`config.mk`:
```
export PLATFORM = sky130hd
export DESIGN_NAME = tse_outbuf
export DESIGN_NICKNAME = d
export VERILOG_FILES = /design/src/hw/rtl/tse_pkg.sv /design/src/hw/rtl/tse_outbuf.sv
export SDC_FILE = /design/constraint.sdc
export NUM_CORES = 1
export LEC_CHECK = 0
export ABC_CLOCK_PERIOD_IN_PS = 7600
export BUFFER_PORTS_ARGS = -buffer_cell sky130_fd_sc_hd__buf_4
export CAP_MARGIN = 15
export CORE_MARGIN = 1
export CORE_UTILIZATION = 50
export CTS_CLUSTER_DIAMETER = 200
export DETAILED_ROUTE_END_ITERATION = 8
export PLACE_DENSITY = 0.77
export SLEW_MARGIN = 20
export SYNTH_ARGS = -nofsm -noshare
export SYNTH_HDL_FRONTEND = slang
export SYNTH_SLANG_ARGS = --single-unit
export TNS_END_PERCENT = 50
```
`constraint.sdc`:
```
create_clock -name clk -period 7.6 [get_ports clk]
set_clock_uncertainty 0.2 [all_clocks]
set_input_delay 1.52 -clock clk [delete_from_list [all_inputs] [get_ports clk]]
set_output_delay 1.52 -clock clk [all_outputs]
set_load 0.02 [all_outputs]
```
`src/hw/rtl/tse_pkg.sv`:
```
// ----------------------------------------------------------------------------
// tse_pkg: shared types, constants and arithmetic helpers
// Fixed-point format, series-step constants, saturation and rounding helpers
// and the constant reciprocal table used by the series step pipeline.
// ----------------------------------------------------------------------------
package tse_pkg;

  localparam int TERMS     = 8;
  localparam int FRAC_BITS = 24;

  // Pipeline registers inside one series step.
  localparam int STEP_STAGES = 10;

  localparam int STEP_W  = $clog2(TERMS);
  localparam int DEN_MAX = (2 * TERMS - 2) * (2 * TERMS - 1);
  localparam int DEN_W   = $clog2(DEN_MAX + 1);
  localparam int N_W     = 32 + STEP_W;
  localparam int R_W     = N_W + 1;
  localparam int RL_W    = R_W / 2;
  localparam int RH_W    = R_W - RL_W;

  localparam logic signed [31:0] FX_MAX = 32'sh7fff_ffff;
  localparam logic signed [31:0] FX_MIN = 32'sh8000_0000;
  localparam logic signed [31:0] FX_ONE = 32'(64'd1 << FRAC_BITS);
  localparam logic [63:0] RND_HALF = 64'd1 << (FRAC_BITS - 1);
  localparam logic [63:0] MAG_MIN  = 64'h0000_0000_8000_0000;
  localparam logic [63:0] MAG_MAX  = 64'h0000_0000_7fff_ffff;

  typedef enum logic [1:0] {
    MODE_SIN = 2'd0,
    MODE_COS = 2'd1,
    MODE_EXP = 2'd2,
    MODE_LN  = 2'd3
  } tse_mode_t;

  typedef struct packed {
    logic signed [31:0] val;
    logic               ov;
  } tse_sat_t;

  typedef struct packed {
    tse_mode_t          mode;
    logic signed [31:0] x;
    logic signed [31:0] sum;
    logic               ov;
  } tse_ctx_t;

  typedef struct packed {
    tse_ctx_t           ctx;
    logic signed [31:0] term;
  } tse_item_t;

  typedef struct packed {
    logic signed [31:0] y;
    logic               ov;
  } tse_res_t;

  typedef logic [3:0][TERMS-1:0][R_W-1:0] tse_recip_tbl_t;

  // Clamp a sign and magnitude pair into the 32-bit signed range.
  function automatic tse_sat_t sat_mag(input logic neg, input logic [63:0] mag);
    tse_sat_t r;
    r.ov = 1'b0;
    if (neg) begin
      if (mag > MAG_MIN) begin
        r.val = FX_MIN;
        r.ov  = 1'b1;
      end else begin
        r.val = ~mag[31:0] + 32'd1;
      end
    end else if (mag > MAG_MAX) begin
      r.val = FX_MAX;
      r.ov  = 1'b1;
    end else begin
      r.val = mag[31:0];
    end
    return r;
  endfunction

  // Fixed-point rescale of a full product, rounded half away from zero.
  // For a negative product, ~p is the magnitude minus one, so the rounding
  // constant carries the extra one and a single adder does both jobs.
  function automatic tse_sat_t rnd_sat(input logic signed [63:0] p);
    logic        neg;
    logic [63:0] base;
    logic [63:0] mag;
    neg  = p[63];
    base = neg ? 64'(~p) : 64'(p);
    mag  = base + (neg ? RND_HALF + 64'd1 : RND_HALF);
    return sat_mag(neg, mag >> FRAC_BITS);
  endfunction

  // Saturating 32-bit signed addition.
  function automatic tse_sat_t sat_add(input logic signed [31:0] a,
                                       input logic signed [31:0] b);
    tse_sat_t           r;
    logic signed [32:0] s;
    s    = {a[31], a} + {b[31], b};
    r.ov = s[32] != s[31];
    if (r.ov) begin
      r.val = s[32] ? FX_MIN : FX_MAX;
    end else begin
      r.val = s[31:0];
    end
    return r;
  endfunction

  // Divisor of the term ratio for a given function and step index.
  function automatic logic [DEN_W-1:0] den_of(input tse_mode_t m,
                                              input logic [STEP_W-1:0] i);
    logic [DEN_W-1:0] k;
    logic [DEN_W-1:0] d;
    k = DEN_W'(i);
    if (i == '0) begin
      d = DEN_W'(1);
    end else begin
      case (m)
        MODE_SIN: d = (k << 1) * ((k << 1) + DEN_W'(1));
        MODE_COS: d = (k << 1) * ((k << 1) - DEN_W'(1));
        MODE_EXP: d = k;
        MODE_LN:  d = k + DEN_W'(1);
        default:  d = DEN_W'(1);
      endcase
    end
    return d;
  endfunction

  // Reciprocal table, floor(2^N_W / den), built by restoring long division
  // at elaboration.
  function automatic tse_recip_tbl_t build_recip();
    tse_recip_tbl_t   tbl;
    logic [R_W-1:0]   q;
    logic [DEN_W:0]   rem;
    logic [DEN_W-1:0] d;
    tbl = '0;
    for (int m = 0; m < 4; m++) begin
      for (int i = 0; i < TERMS; i++) begin
        d   = den_of(tse_mode_t'(m), STEP_W'(i));
        rem = '0;
        q   = '0;
        for (int b = N_W; b >= 0; b--) begin
          rem = {rem[DEN_W-1:0], (b == N_W)};
          if (rem >= {1'b0, d}) begin
            rem  = rem - {1'b0, d};
            q[b] = 1'b1;
          end
        end
        tbl[m][i] = q;
      end
    end
    return tbl;
  endfunction

  localparam tse_recip_tbl_t RECIP_TBL = build_recip();

endpackage

```
`src/hw/rtl/tse_outbuf.sv`:
```
// ----------------------------------------------------------------------------
// tse_outbuf: two-entry output buffer
// Holds the result register and a skid entry so that the pipeline keeps
// moving while a result waits to be taken.
// ----------------------------------------------------------------------------
module tse_outbuf
  import tse_pkg::*;
(
  input  logic     clk,
  input  logic     rst_n,
  input  logic     fin_v,
  input  tse_res_t fin,
  output logic     en,
  output logic     out_valid,
  input  logic     out_ready,
  output tse_res_t out_res
);

  logic     out_v_r, skid_v_r, out_v_nxt, skid_v_nxt;
  logic     load_out, load_skid, out_from_skid;
  tse_res_t out_r, skid_r;

  assign en = !skid_v_r;

  always_comb begin
    out_v_nxt     = out_v_r;
    skid_v_nxt    = skid_v_r;
    load_out      = 1'b0;
    load_skid     = 1'b0;
    out_from_skid = 1'b0;
    if (skid_v_r) begin
      if (out_ready) begin
        load_out      = 1'b1;
        out_from_skid = 1'b1;
        skid_v_nxt    = 1'b0;
      end
    end else if (fin_v) begin
      if (!out_v_r || out_ready) begin
        load_out  = 1'b1;
        out_v_nxt = 1'b1;
      end else begin
        load_skid  = 1'b1;
        skid_v_nxt = 1'b1;
      end
    end else if (out_ready) begin
      out_v_nxt = 1'b0;
    end
  end

  always_ff @(posedge clk) begin
    if (!rst_n) begin
      out_v_r  <= 1'b0;
      skid_v_r <= 1'b0;
    end else begin
      out_v_r  <= out_v_nxt;
      skid_v_r <= skid_v_nxt;
    end
  end

  always_ff @(posedge clk) begin
    if (load_out) begin
      out_r <= out_from_skid ? skid_r : fin;
    end
    if (load_skid) begin
      skid_r <= fin;
    end
  end

  assign out_valid = out_v_r;
  assign out_res   = out_r;

endmodule

```
==> summary by stage <==
Detailed routing
The number of DRC violations after detailed-routing iteration 0 is 95. The final antenna-violating net count is 0. The via count is 1314. In the final routed layout, each cell accounts on average for 16.3 microns.

The post-detailed-route via-to-cell ratio is 4.88. For this run, design rule violations remaining after detail routing come to 0. The first TritonRoute pass finished after 3 iterations. The post-detailed-routing wire length is 4.39 mm.

CTS
The number of clock sinks is 68. The tree is rooted in a clkbuf_8. Counting along the longest clock path gives a buffer depth of 2. For the worst-skew pair, the clock arrives at the later sink with an insertion delay of 0.33 ns. Post-CTS timing repair inserted 0 buffers for setup. The total clock buffers created by CTS is 9.

The CTS tree is yes. Hold repair after CTS inserted 0 buffers. The clock edge transition at the registers on the reported setup and hold paths is 0.07 ns. The clock tree synthesis step divided the H-tree into 3 levels. The number of resized instances in the post-cts repair step is 0.

Run
The max-capacitance violation count is 0.

Logic synthesis
The register bit total from synthesis is 68. Synthesis produced a netlist with a net count of 153. After synthesis, the cell types taking the most area are edfxtp_1 (76%), mux2_4 (17%), dfxtp_1 (1.5%).

The combined area of all synthesized cells is roughly 2600 sq um. Each instance of the synthesized netlist takes up on average 22.5 sq um. The cell accounting for the most synthesized area is edfxtp_1.

The sequential-to-total area share from yosys stat is 77.4%. The number of synthesis warnings is 0. The netlist uses 16 different library cells. The share of Yosys cell area claimed by the top area cell type is 75.9%.

In the synthesized netlist, the number of instances is 116.

Setup path
The category of the most critical setup path is reg2out. The setup slack of the worst register-to-register path is a little under 6 ns. The worst register-to-register path ends at out_res[6]. The maximum single-stage delay on the critical path is ~0.48 ns.

The source of the worst register-to-register timing path is skid_v_r. The buffering stage count on the worst path with inverters included is 2. The data required time of the critical path is 5.88 ns. The critical path goes through inv_1, buf_4. STA classifies the critical path startpoint as a register. Among cell families on the critical path, the largest total delay comes from flip-flops.

The kind of capture point of the worst setup path is a primary output. The highest fanout seen on the critical path is 7. Counting cells, the worst reg-to-reg path comes to 2. The slowest stage of the critical path is the dfxtp_1 cell.

At the worst endpoint, the arrival time is 1.09 ns.

Timing
The minimum clock period after layout is approximately 2.8 ns. The tightest slew margin relative to the limit is roughly three fifths. The max-slew violation total from the final report was 0. The accumulated negative setup slack is 0 ns. The final setup violation count is 0. The slew of the pin with the lowest slew margin is roughly 0.62 ns. Of the available clock period, the critical path in the final layout requires between 30% and 40%.

Based on the critical path, the design can be clocked at up to 356 MHz. The tightest hold path in the finished design has a slack of between 0.3 and 0.4 ns. Setup repair after global routing left no endpoint under its margin. The total count of hold-check failures in the final report is 0.

Global routing
The global routing met2 resource utilization is 27.8%. The sum of overflow across all layers after global routing is 0. The pin count of the biggest net entering global routing is 34. The via count of the first global-routing pass was 1350. The wire length of the first global-routing pass is 6.68 mm.

The initial antenna violation count is 0. In the global route stage, overall resource usage came out at a little under a fifth. For met3 alone, demand over resource in global routing was 8.67%.

The met1 routing resource usage after global routing is a little over a fifth. The most congested layer reported by global routing is met2.

Power and ir drop
The clock network burns 33.0% of the power. The final total power is 0.782 mW. The design internal power is slightly above 0.6 mW.

The analysis attributes to net switching a power of 0.169 mW. In this run the power density over the cells is roughly 230 nW/um^2. Across the VDD grid, the largest voltage drop is 133 uV. Summed over all cells, the static leakage comes to 1.41 nW. The sequential cell fraction of total power is between 50% and 60%. Per report_power, the combinational group accounts for ~11% of the total.

In this run switching power makes up around 22% of total power.

Placement
The post-DP HPWL is 2.98 mm. Routability-driven placement finished with a final weighted congestion of a little over 0.7. The cell area after placement is 3210 sq um.

During placement, the flow inserted port buffers numbering 71.

Floorplanning
The number of top-level design ports is 72. The initial standard-cell utilization of the core is 53.5%. The total area inside the core boundary comes to 4880 sq um. The full die area is 5520 sq um. Measured along the x axis, the die boundary spans 74.3 microns. The count of standard-cell rows is 25. The height of the die is 74.3 microns.

Min path
The launch instance of the worst min-delay path is out_valid. The tightest min-delay check is of the reg2reg type. The endpoint with the worst hold slack is out_valid. Counting instances, the worst hold path has a depth of 2.

Status
The flow ran to the end, and the final reports show no timing, DRC or antenna violations.

Layout
The number of antenna diodes in the final layout is 0. From synthesis to final layout, the design area changed by 29.7%. The fraction of layout cells with a size suffix above 1 is 59.9%. The finished layout cell area is 3390 sq um. For this run, the post-layout net count is 234.
flip-flops by register name, indices dropped and copies added, names as in the netlist:
signal,count
out_res,33
skid_r,33
out_valid,1
skid_v_r,1
metrics by stage:
step / std cells / worst slack [ns] / util (%)
after CTS: 269 / 4.78 / 69.4
after floorplan: 116 / 3.08 / -
final: 269 / 4.79 / 69.4
after global placement: 253 / 4.64 / 65.9
after global routing: 269 / 4.69 / 69.4
after detailed placement: 253 / 4.58 / 65.9
layout by cell type, fill, tap and decap left out, drive strengths merged:
master   n
mux2    33
buf     73
clkbuf  14
a21oi    1
dfxtp    2
nor2     1
nand3b   1
nand2    3
o22a     1
and2b    1
nand2b   1
o21ai    1
edfxtp  66
nor3     1
clkinv   2
inv      1
synthesized netlist by cell type:
library cell	n
a21oi_1	1
and2b_1	1
mux2_4	30
nor2_1	1
dfxtp_1	2
mux2_2	3
buf_6	3
edfxtp_1	66
nand2_4	1
o21ai_0	1
nand2b_1	1
inv_1	1
nand2_1	2
nor3_1	1
nand3b_1	1
o22a_1	1
power by group through the flow:
stage / sequential, mW / combinational [mW] / clock [mW]
after floorplan: 0.465 / 0.0247 / 0
after global placement: 0.447 / 0.0826 / 0
after detailed placement: 0.448 / 0.0853 / 0
after CTS: 0.440 / 0.0855 / 0.263
after global routing: 0.441 / 0.0898 / 0.279
final: 0.439 / 0.0846 / 0.258
metal layers:
layer / wire length [microns] / part of all wire [%]
met1: 1790 / 41
met2: 2210 / 50
met3: 246 / 5.6
met4: 146 / 3.3
met5: 0 / 0
tightest hold or removal path: stages, from the launching register on:
cell and delay [ns]:
dfxtp_1 0.34, nand2_1 0.06, o21ai_0 0.07
final cells by class:
| type | count | area [sq um] |
|---|---|---|
| clock buffer | 14 | 163 |
| inverter | 1 | 3.75 |
| tap | 67 | 83.8 |
| multi-input combinational | 44 | 557 |
| timing repair buffer | 73 | 548 |
| clock inverter | 2 | 10.0 |
| fill | 331 | 1490 |
| sequential | 68 | 2020 |
worst max-delay path by stage:
stage          startpoint          end  slack (ns)  depth (start not counted)
6_report         skid_v_r           en        4.79                          2
5_1_grt          skid_v_r           en        4.69                          2
4_1_cts          skid_v_r           en        4.78                          2
3_5_place_dp    out_ready  out_res[29]        4.58                          3
3_3_place_gp    out_ready  out_res[30]        4.64                          3
2_1_floorplan       fin_v    skid_r[0]        3.08                          2
cell families after synthesis:
family | share of synthesized area [%]
flip-flops | 77.4
multiplexers | 18.5
AND/OR/NAND/NOR | 1.87
buffers and inverters | 1.44
AO/OA/AOI/OAI | 0.718
Note: power is estimated with default switching activity, not from simulation.
